--- config.mk ---
export PLATFORM = sky130hd
export DESIGN_NAME = lagrange_basis_and_derivative_1d_core
export DESIGN_NICKNAME = d
export VERILOG_FILES = /design/src/lbd_pkg.sv /design/src/lbd_qmul.sv /design/src/lbd_ctrl.sv /design/src/lagrange_basis_and_derivative_1d_core.sv
export SDC_FILE = /design/constraint.sdc
export NUM_CORES = 2
export LEC_CHECK = 0
export BUFFER_PORTS_ARGS = -buffer_cell sky130_fd_sc_hd__buf_2
export CAP_MARGIN = 40
export CORE_ASPECT_RATIO = 0.5
export CORE_MARGIN = 8
export CORE_UTILIZATION = 40
export CTS_CLUSTER_SIZE = 40
export DETAILED_ROUTE_END_ITERATION = 7
export GPL_TIMING_DRIVEN = 0
export MAX_ROUTING_LAYER = met4
export SETUP_SLACK_MARGIN = 0.15
export SYNTH_ARGS = -nofsm -noshare
export SYNTH_HDL_FRONTEND = slang
export SYNTH_SLANG_ARGS = --single-unit
--- constraint.sdc ---
create_clock -name clk -period 11.4 [get_ports clk]
set_input_delay 1.14 -clock clk [delete_from_list [all_inputs] [get_ports clk]]
set_output_delay 1.14 -clock clk [all_outputs]
set_load 0.01 [all_outputs]
--- src/lbd_pkg.sv ---
// ----------------------------------------------------------------------------
// lbd_pkg
// Shared types and constants for the 1-D Lagrange basis and derivative core.
// ----------------------------------------------------------------------------
`timescale 1ns / 1ps

package lbd_pkg;

  localparam int MAX_ORDER_DEF = 8;
  localparam int FRAC_BITS_DEF = 16;

  // running products and derivative sums saturate at +-2^34
  localparam int ACC_W = 36;
  typedef logic signed [ACC_W-1:0] acc_t;
  localparam acc_t ACC_MAX = 36'sd17179869184;
  localparam acc_t ACC_MIN = -36'sd17179869184;

  localparam int CFG_IDX_W  = 4;
  localparam int CFG_DATA_W = 4;
  localparam logic [CFG_IDX_W-1:0] REG_ORDER = 4'd0;
  localparam logic [CFG_IDX_W-1:0] REG_GRAD  = 4'd1;

  typedef struct packed {
    logic [3:0] order;
    logic       grad;
  } lbd_cfg_t;

endpackage

--- src/lbd_qmul.sv ---
// ----------------------------------------------------------------------------
// lbd_qmul
// Shared fixed-point multiplier: registered product, then rounding to nearest
// (ties away from zero) and saturation to the accumulator range.
// ----------------------------------------------------------------------------
`timescale 1ns / 1ps

module lbd_qmul import lbd_pkg::*; #(
  parameter int FRAC_BITS = FRAC_BITS_DEF,
  parameter int BW        = 21
) (
  input  logic                 clk,
  input  acc_t                 a,
  input  logic signed [BW-1:0] b,
  output acc_t                 res
);

  localparam int PW = ACC_W + BW;
  localparam logic signed [PW:0] HALF   = (PW+1)'(longint'(1) << (FRAC_BITS - 1));
  localparam logic signed [PW:0] HALF_M = HALF - (PW+1)'(1);
  localparam logic signed [PW:0] LIM_HI = (PW+1)'(ACC_MAX);
  localparam logic signed [PW:0] LIM_LO = (PW+1)'(ACC_MIN);

  logic signed [PW-1:0] prod;
  logic signed [PW:0]   sum;
  logic signed [PW:0]   quo;

  always_ff @(posedge clk) begin
    prod <= PW'(a) * PW'(b);
  end

  always_comb begin
    sum = (PW+1)'(prod) + (prod[PW-1] ? HALF_M : HALF);
    quo = sum >>> FRAC_BITS;
    if (quo > LIM_HI) begin
      res = ACC_MAX;
    end else if (quo < LIM_LO) begin
      res = ACC_MIN;
    end else begin
      res = ACC_W'(quo);
    end
  end

endmodule

--- src/lbd_ctrl.sv ---
// ----------------------------------------------------------------------------
// lbd_ctrl
// Sequencer for the basis and derivative product chains, operand selection,
// reciprocal table, derivative accumulation and result register.
// ----------------------------------------------------------------------------
`timescale 1ns / 1ps

module lbd_ctrl import lbd_pkg::*; #(
  parameter int MAX_ORDER = MAX_ORDER_DEF,
  parameter int FRAC_BITS = FRAC_BITS_DEF,
  localparam int NW = $clog2(MAX_ORDER + 1),
  localparam int BW = NW + FRAC_BITS + 1
) (
  input  logic                 clk,
  input  logic                 rst,
  input  logic                 start,
  input  logic [16:0]          coord,
  input  lbd_cfg_t             cfg,
  output logic                 busy,
  output acc_t                 op_a,
  output logic signed [BW-1:0] op_b,
  input  acc_t                 op_res,
  input  logic                 out_stall,
  output logic                 out_valid,
  output logic [3:0]           node_index,
  output logic signed [31:0]   shape_value,
  output logic signed [31:0]   derivative_value,
  output logic                 last_node
);

  localparam int VW    = NW + FRAC_BITS;
  localparam int UP    = (FRAC_BITS >= 16) ? FRAC_BITS - 16 : 0;
  localparam int DN    = (FRAC_BITS < 16) ? 16 - FRAC_BITS : 0;
  localparam int RND   = (1 << DN) >> 1;
  localparam int SW    = NW + 17 + UP;
  localparam int DW    = ACC_W + NW + 1;
  localparam int ONE_I = 1 << FRAC_BITS;
  localparam int RW    = FRAC_BITS + 1;

  localparam logic [RW-1:0] RECIP [12] = '{
    RW'((ONE_I + 0) / 1),  RW'((ONE_I + 1) / 2),  RW'((ONE_I + 1) / 3),
    RW'((ONE_I + 2) / 4),  RW'((ONE_I + 2) / 5),  RW'((ONE_I + 3) / 6),
    RW'((ONE_I + 3) / 7),  RW'((ONE_I + 4) / 8),  RW'((ONE_I + 4) / 9),
    RW'((ONE_I + 5) / 10), RW'((ONE_I + 5) / 11), RW'((ONE_I + 6) / 12)
  };

  localparam acc_t ACC_ONE = acc_t'(longint'(1) << FRAC_BITS);
  localparam logic signed [ACC_W:0] SUM_HI = (ACC_W+1)'(ACC_MAX);
  localparam logic signed [ACC_W:0] SUM_LO = (ACC_W+1)'(ACC_MIN);
  localparam acc_t SHP_HI = ACC_W'(32'sh7fffffff);
  localparam acc_t SHP_LO = ACC_W'(32'sh80000000);
  localparam logic signed [DW-1:0] DRV_HI = DW'(32'sh7fffffff);
  localparam logic signed [DW-1:0] DRV_LO = DW'(32'sh80000000);

  localparam logic [2:0] S_IDLE  = 3'd0;
  localparam logic [2:0] S_ISSUE = 3'd1;
  localparam logic [2:0] S_RND   = 3'd2;
  localparam logic [2:0] S_CHAIN = 3'd3;
  localparam logic [2:0] S_EMIT  = 3'd4;

  logic [2:0]    st;
  logic [VW-1:0] v;
  logic [NW-1:0] j;
  logic [NW-1:0] c;
  logic [NW-1:0] k;
  logic          deriv;
  logic          sub;
  acc_t          acc;
  acc_t          shp;
  acc_t          drv;

  logic [NW-1:0]          n;
  logic [16:0]            t;
  logic [SW-1:0]          nt;
  logic [VW-1:0]          v_in;
  logic [NW-1:0]          cfirst;
  logic [NW:0]            nxt_c;
  logic [NW:0]            nxt_k;
  logic                   c_done;
  logic                   k_done;
  logic signed [BW-1:0]   num;
  logic signed [NW:0]     diff;
  logic [NW-1:0]          mag;
  logic [3:0]             ridx;
  logic signed [BW-1:0]   rcp;
  logic                   skip_num;
  logic signed [ACC_W:0]  dsum;
  acc_t                   drv_sat;
  acc_t                   shp_out;
  logic signed [DW-1:0]   dscl;
  logic signed [DW-1:0]   dscl_sat;

  always_comb begin
    n      = NW'(cfg.order);
    t      = (coord > 17'd65536) ? 17'd65536 : coord;
    nt     = SW'(n) * SW'(t) + SW'(RND);
    v_in   = VW'((nt << UP) >> DN);
    cfirst = (j == '0) ? NW'(1) : '0;

    nxt_c = {1'b0, c} + (NW+1)'(1);
    if (nxt_c == {1'b0, j}) begin
      nxt_c = nxt_c + (NW+1)'(1);
    end
    c_done = nxt_c > {1'b0, n};

    nxt_k = {1'b0, k} + (NW+1)'(1);
    if (nxt_k == {1'b0, j}) begin
      nxt_k = nxt_k + (NW+1)'(1);
    end
    k_done = nxt_k > {1'b0, n};

    num  = $signed({1'b0, v}) - $signed({1'b0, c, {FRAC_BITS{1'b0}}});
    diff = $signed({1'b0, j}) - $signed({1'b0, c});
    mag  = diff[NW] ? NW'(-diff) : NW'(diff);
    ridx = 4'(mag - NW'(1));
    rcp  = $signed({{NW{1'b0}}, RECIP[ridx]});
    if (diff[NW]) begin
      rcp = -rcp;
    end

    skip_num = deriv && (c == k) && !sub;
    op_a     = acc;
    op_b     = sub ? rcp : num;

    dsum = (ACC_W+1)'(drv) + (ACC_W+1)'(acc);
    if (dsum > SUM_HI) begin
      drv_sat = ACC_MAX;
    end else if (dsum < SUM_LO) begin
      drv_sat = ACC_MIN;
    end else begin
      drv_sat = ACC_W'(dsum);
    end

    if (shp > SHP_HI) begin
      shp_out = SHP_HI;
    end else if (shp < SHP_LO) begin
      shp_out = SHP_LO;
    end else begin
      shp_out = shp;
    end

    dscl = DW'(drv) * DW'($signed({1'b0, n}));
    if (dscl > DRV_HI) begin
      dscl_sat = DRV_HI;
    end else if (dscl < DRV_LO) begin
      dscl_sat = DRV_LO;
    end else begin
      dscl_sat = dscl;
    end
  end

  assign busy = (st != S_IDLE);

  always_ff @(posedge clk) begin
    if (rst) begin
      st        <= S_IDLE;
      out_valid <= 1'b0;
    end else begin
      if (out_valid && !out_stall && (st != S_EMIT)) begin
        out_valid <= 1'b0;
      end
      unique case (st)
        S_IDLE: begin
          if (start) begin
            v     <= v_in;
            j     <= '0;
            c     <= NW'(1);
            sub   <= 1'b0;
            deriv <= 1'b0;
            acc   <= ACC_ONE;
            st    <= S_ISSUE;
          end
        end
        S_ISSUE: begin
          if (skip_num) begin
            sub <= 1'b1;
          end else begin
            st <= S_RND;
          end
        end
        S_RND: begin
          acc <= op_res;
          if (!sub) begin
            sub <= 1'b1;
            st  <= S_ISSUE;
          end else begin
            sub <= 1'b0;
            if (c_done) begin
              st <= S_CHAIN;
            end else begin
              c  <= nxt_c[NW-1:0];
              st <= S_ISSUE;
            end
          end
        end
        S_CHAIN: begin
          if (!deriv) begin
            shp <= acc;
            drv <= '0;
            if (cfg.grad) begin
              deriv <= 1'b1;
              k     <= cfirst;
              c     <= cfirst;
              acc   <= ACC_ONE;
              st    <= S_ISSUE;
            end else begin
              st <= S_EMIT;
            end
          end else begin
            drv <= drv_sat;
            if (k_done) begin
              st <= S_EMIT;
            end else begin
              k   <= nxt_k[NW-1:0];
              c   <= cfirst;
              acc <= ACC_ONE;
              st  <= S_ISSUE;
            end
          end
        end
        S_EMIT: begin
          if (!out_valid || !out_stall) begin
            out_valid        <= 1'b1;
            node_index       <= 4'(j);
            shape_value      <= 32'(shp_out);
            derivative_value <= cfg.grad ? 32'(dscl_sat) : '0;
            last_node        <= (j == n);
            if (j == n) begin
              st <= S_IDLE;
            end else begin
              j     <= j + NW'(1);
              c     <= '0;
              sub   <= 1'b0;
              deriv <= 1'b0;
              acc   <= ACC_ONE;
              st    <= S_ISSUE;
            end
          end
        end
        default: begin
          st <= S_IDLE;
        end
      endcase
    end
  end

endmodule

--- src/lagrange_basis_and_derivative_1d_core.sv ---
// ----------------------------------------------------------------------------
// lagrange_basis_and_derivative_1d_core
// Lagrange basis values and derivatives on equispaced nodes, one shared
// multiplier under a sequencer; config registers and channel handshakes.
// Each step along a chain issues an operand pair in S_ISSUE and takes the
// rounded, saturated product from the shared multiplier in S_RND; with
// gradients off the derivative chains are skipped.
// Results leave one per node as each finishes; no new item during a run.
// Reset clears the sequencer and result valid; order resets to 2, gradients on.
// ----------------------------------------------------------------------------
`timescale 1ns / 1ps

module lagrange_basis_and_derivative_1d_core import lbd_pkg::*; #(
  parameter int MAX_ORDER = MAX_ORDER_DEF,
  parameter int FRAC_BITS = FRAC_BITS_DEF
) (
  input  logic                  clk,
  input  logic                  rst,
  input  logic                  coord_valid,
  output logic                  coord_stall,
  input  logic [16:0]           param_coord,
  input  logic                  cfg_valid,
  output logic                  cfg_ready,
  input  logic [CFG_IDX_W-1:0]  cfg_index,
  input  logic [CFG_DATA_W-1:0] cfg_data,
  output logic                  result_valid,
  input  logic                  result_stall,
  output logic [3:0]            node_index,
  output logic signed [31:0]    shape_value,
  output logic signed [31:0]    derivative_value,
  output logic                  last_node
);

  localparam int NW = $clog2(MAX_ORDER + 1);
  localparam int BW = NW + FRAC_BITS + 1;

  logic [3:0]           order_reg;
  logic                 grad_reg;
  lbd_cfg_t             cfg;
  logic                 busy;
  logic                 start;
  acc_t                 op_a;
  logic signed [BW-1:0] op_b;
  acc_t                 op_res;

  assign cfg_ready = 1'b1;

  always_ff @(posedge clk) begin
    if (rst) begin
      order_reg <= 4'd2;
      grad_reg  <= 1'b1;
    end else if (cfg_valid && cfg_ready) begin
      unique case (cfg_index)
        REG_ORDER: order_reg <= cfg_data[3:0];
        REG_GRAD:  grad_reg  <= cfg_data[0];
        default: begin
        end
      endcase
    end
  end

  always_comb begin
    if (order_reg == 4'd0) begin
      cfg.order = 4'd1;
    end else if (order_reg > 4'(MAX_ORDER)) begin
      cfg.order = 4'(MAX_ORDER);
    end else begin
      cfg.order = order_reg;
    end
    cfg.grad = grad_reg;
  end

  assign coord_stall = busy;
  assign start       = coord_valid && !coord_stall;

  lbd_ctrl #(
    .MAX_ORDER (MAX_ORDER),
    .FRAC_BITS (FRAC_BITS)
  ) u_ctrl (
    .clk              (clk),
    .rst              (rst),
    .start            (start),
    .coord            (param_coord),
    .cfg              (cfg),
    .busy             (busy),
    .op_a             (op_a),
    .op_b             (op_b),
    .op_res           (op_res),
    .out_stall        (result_stall),
    .out_valid        (result_valid),
    .node_index       (node_index),
    .shape_value      (shape_value),
    .derivative_value (derivative_value),
    .last_node        (last_node)
  );

  lbd_qmul #(
    .FRAC_BITS (FRAC_BITS),
    .BW        (BW)
  ) u_qmul (
    .clk (clk),
    .a   (op_a),
    .b   (op_b),
    .res (op_res)
  );

endmodule

==> flow_summary.toml <==
[finish]
final_util_pct = 45.3
largest_register_ffs = 57
largest_register = "u_qmul.prod"
layout-drive-gt1-share_pct = 9.43
area_growth_pct = 12.4
final_cells = 7661
finalNetCount = 7144

[floorplan]
die_w_um = 520
start_util_pct = 40.3
core_um2 = 126000
dieHeight_um = 268
dieArea_um2 = 139000
io_pins = 102
rows = 92

[critical_path]
rr_endpoint = "u_qmul.prod[52]"
end_kind = "flip-flop"
endpoint = "u_qmul.prod[52]"
cp_slowest_cell = "fa_1"
crit_path_frequent_cell = "fa_1"
cp.required_ns = 11.96
setup.worst_path.start_class = "flip-flop"
cp.arrival_ns = 11.61
r2r_start = "u_ctrl.j[0]"
slowest_delay_ns = 0.63
startpoint = "u_ctrl.j[0]"
ff2ff_path_depth = 46
crit_fanout = 7
crit_type = "flip-flop to flip-flop"
regToRegSetupSlack_ns = 0.35

[global_route]
overflow = 0
grt_max_degree = 33
grtUsageTotal_pct = 26.5
grt_pass1_vias = 43978
grt_pass1_wl_mm = 274
antenna_found_initial = 5

[route]
vias_per_cell = 5.58
drc = 0
first_pass_iters = 6
drt-initial-drc-count = 3820
wl_per_cell_um = 23.6
final_antenna_net_count = 0
routed_wl_mm = 181
vias = 42726

[synthesis]
yosysSeqAreaShare_pct = 15.1
syn_avg_cell_area_um2 = 8.95
syn_nets = 6879
ys_seq_elements = 277
synth-main-ff-cell = "edfxtp_1"
synthTopCellsByCount = "inv_1, fa_1, nand2_1"
synth_area_um2 = 50700
synth_edf_count = 211
async_flop_share_pct = 0
synth_cell_types = 98
syn_inst = 5671
synth_area_leader_cell = "fa_1"
yosys_warnings = 0
synth_area_leaders = "fa_1, edfxtp_1, inv_1"
yosysMostFrequentCell = "inv_1"
synth_top_area_share_pct = 33.5

[placed_design]
dp_hpwl_mm = 150
place.gp.congestion = 1.02
port_buffers = 100
placed_cells = 7509

[status]
status = "finished clean"

[clocking]
cts-root-buf = "clkbuf_16"
cts_buffers = 31
clock-sinks = 277
cts_tree = "built"
path_clk_slew_ns = 0.07
htreeDepth = 1
cts_buffer_depth = 3
clk_latency_ns = 0.71

[timing]
post-route-period-util_pct = 96.9
finalSetupViolations = 0
max_slew_margin_pct = 31.2
fmax_mhz = 90.5
rsz0062_at_grt = "yes"
period_minus_slack_ns = 11.05
drv_slew = 0
worst_pin_slew_ns = 1.03
skew_ns = 0.0540
final-hold-violation-count = 0

[run]
drv_cap = 0

[worst_hold_path]
holdCritPathClass = "flip-flop to flip-flop"
==> worst min-delay path by stage <==
| stage | startpoint | end | slack [ns] | cells after the start |
|---|---|---|---|---|
| finish | order_reg[0] | order_reg[0] | 0.51 | 2 |
| global route | order_reg[0] | order_reg[0] | 0.55 | 2 |
| CTS | order_reg[0] | order_reg[0] | 0.51 | 2 |
| detailed placement | order_reg[0] | order_reg[0] | 0.50 | 2 |
| global placement | order_reg[0] | order_reg[0] | 0.48 | 2 |
| floorplan | u_ctrl.j[3] | u_ctrl.node_index[3] | 0.45 | 0 |
==> final cells by class <==
type | count | area (µm²)
Clock buffer | 39 | 847
Timing Repair Buffer | 233 | 1780
Buffer | 291 | 1510
Tap cell | 1692 | 2120
Fill cell | 12251 | 68900
Multi-Input combinational cell | 3967 | 38700
Clock inverter | 19 | 166
Sequential cell | 277 | 7660
Inverter | 1135 | 4260
Antenna cell | 8 | 20.0
==> routing by layer <==
| metal | part of all wire, % | vias to the layer above | wire [µm] | track usage (%) |
|---|---|---|---|---|
| li1 | - | 18817 | - | - |
| met2 | 44 | 1927 | 80000 | 41.1 |
| met3 | 10 | 402 | 18500 | 6.88 |
| met1 | 41 | 21580 | 74500 | 33.8 |
| met5 | 0 | - | 0 | - |
| met4 | 4.4 | 0 | 7990 | 9.64 |
==> critical path: cells and delay by family (launching register included) <==
family / cells / cell delay, ns
AOI/OAI and AO/OA: 12 / 2.34
xor gates and xnor gates: 1 / 0.21
and+or+nand+nor: 4 / 0.76
DFF: 1 / 0.41
adders and majority gates: 11 / 4.97
buffers and inverters: 18 / 2.25
==> cell families (layout without fill, tap and decap cells) <==
family,after synthesis,in the layout,share of synthesized area [%]
buffers and inverters,1427,1717,10.7
other,1,9,0.00739
adder cells (fa/ha/maj),1178,1178,41.6
multiplexers,37,37,0.745
XOR/XNOR,211,211,3.72
AO/OA/AOI/OAI,914,914,12.6
flip-flops,277,277,15.1
AND/OR/NAND/NOR,1626,1626,15.5
==> cell usage in the layout, fill, tap and decap left out, drive strengths merged, types with 31 or more instances in the layout <==
cell type	synthesis	layout
nand2b	31	31
xor2	89	89
a21oi	189	189
a22oi	32	32
xnor2	122	122
nand2	570	570
mux2i	31	31
inv	1135	1143
nor2	280	280
buf	69	302
dfxtp	66	66
nand3	174	174
and2	260	260
and3	37	37
a21o	65	65
clkbuf	223	261
o21ai	123	123
o21bai	31	31
nand4	48	48
ha	328	328
fa	850	850
edfxtp	211	211
a211o	46	46
a31oi	49	49
o211ai	45	45
nor3	79	79
a211oi	94	94
o21a	53	53
==> stage by stage <==
step / hold slack, ns / instance area [µm²] / setup TNS [ns] / worst slack (ns)
final: 0.510 / 57000 / 0 / 0.349
after detailed placement: 0.496 / 53900 / -82.68 / -3.34
after global placement: 0.481 / 53300 / -98.21 / -3.92
after CTS: 0.514 / 56100 / 0 / 0.162
after floorplan: 0.452 / 50700 / 0 / 0.288
after global routing: 0.549 / 57000 / 0 / 0.0321
==> timing repair <==
action,in CTS,in global routing
hold buffers,0,0
gates cloned,0,3
buffers inserted,42,41
resized for setup,204,142
endpoints found under the setup margin,43,26
pin swaps,36,70
Power is left out: the tool's default activity adds up to more than one toggle a clock period on the data nets, which glitch-free logic cannot reach.
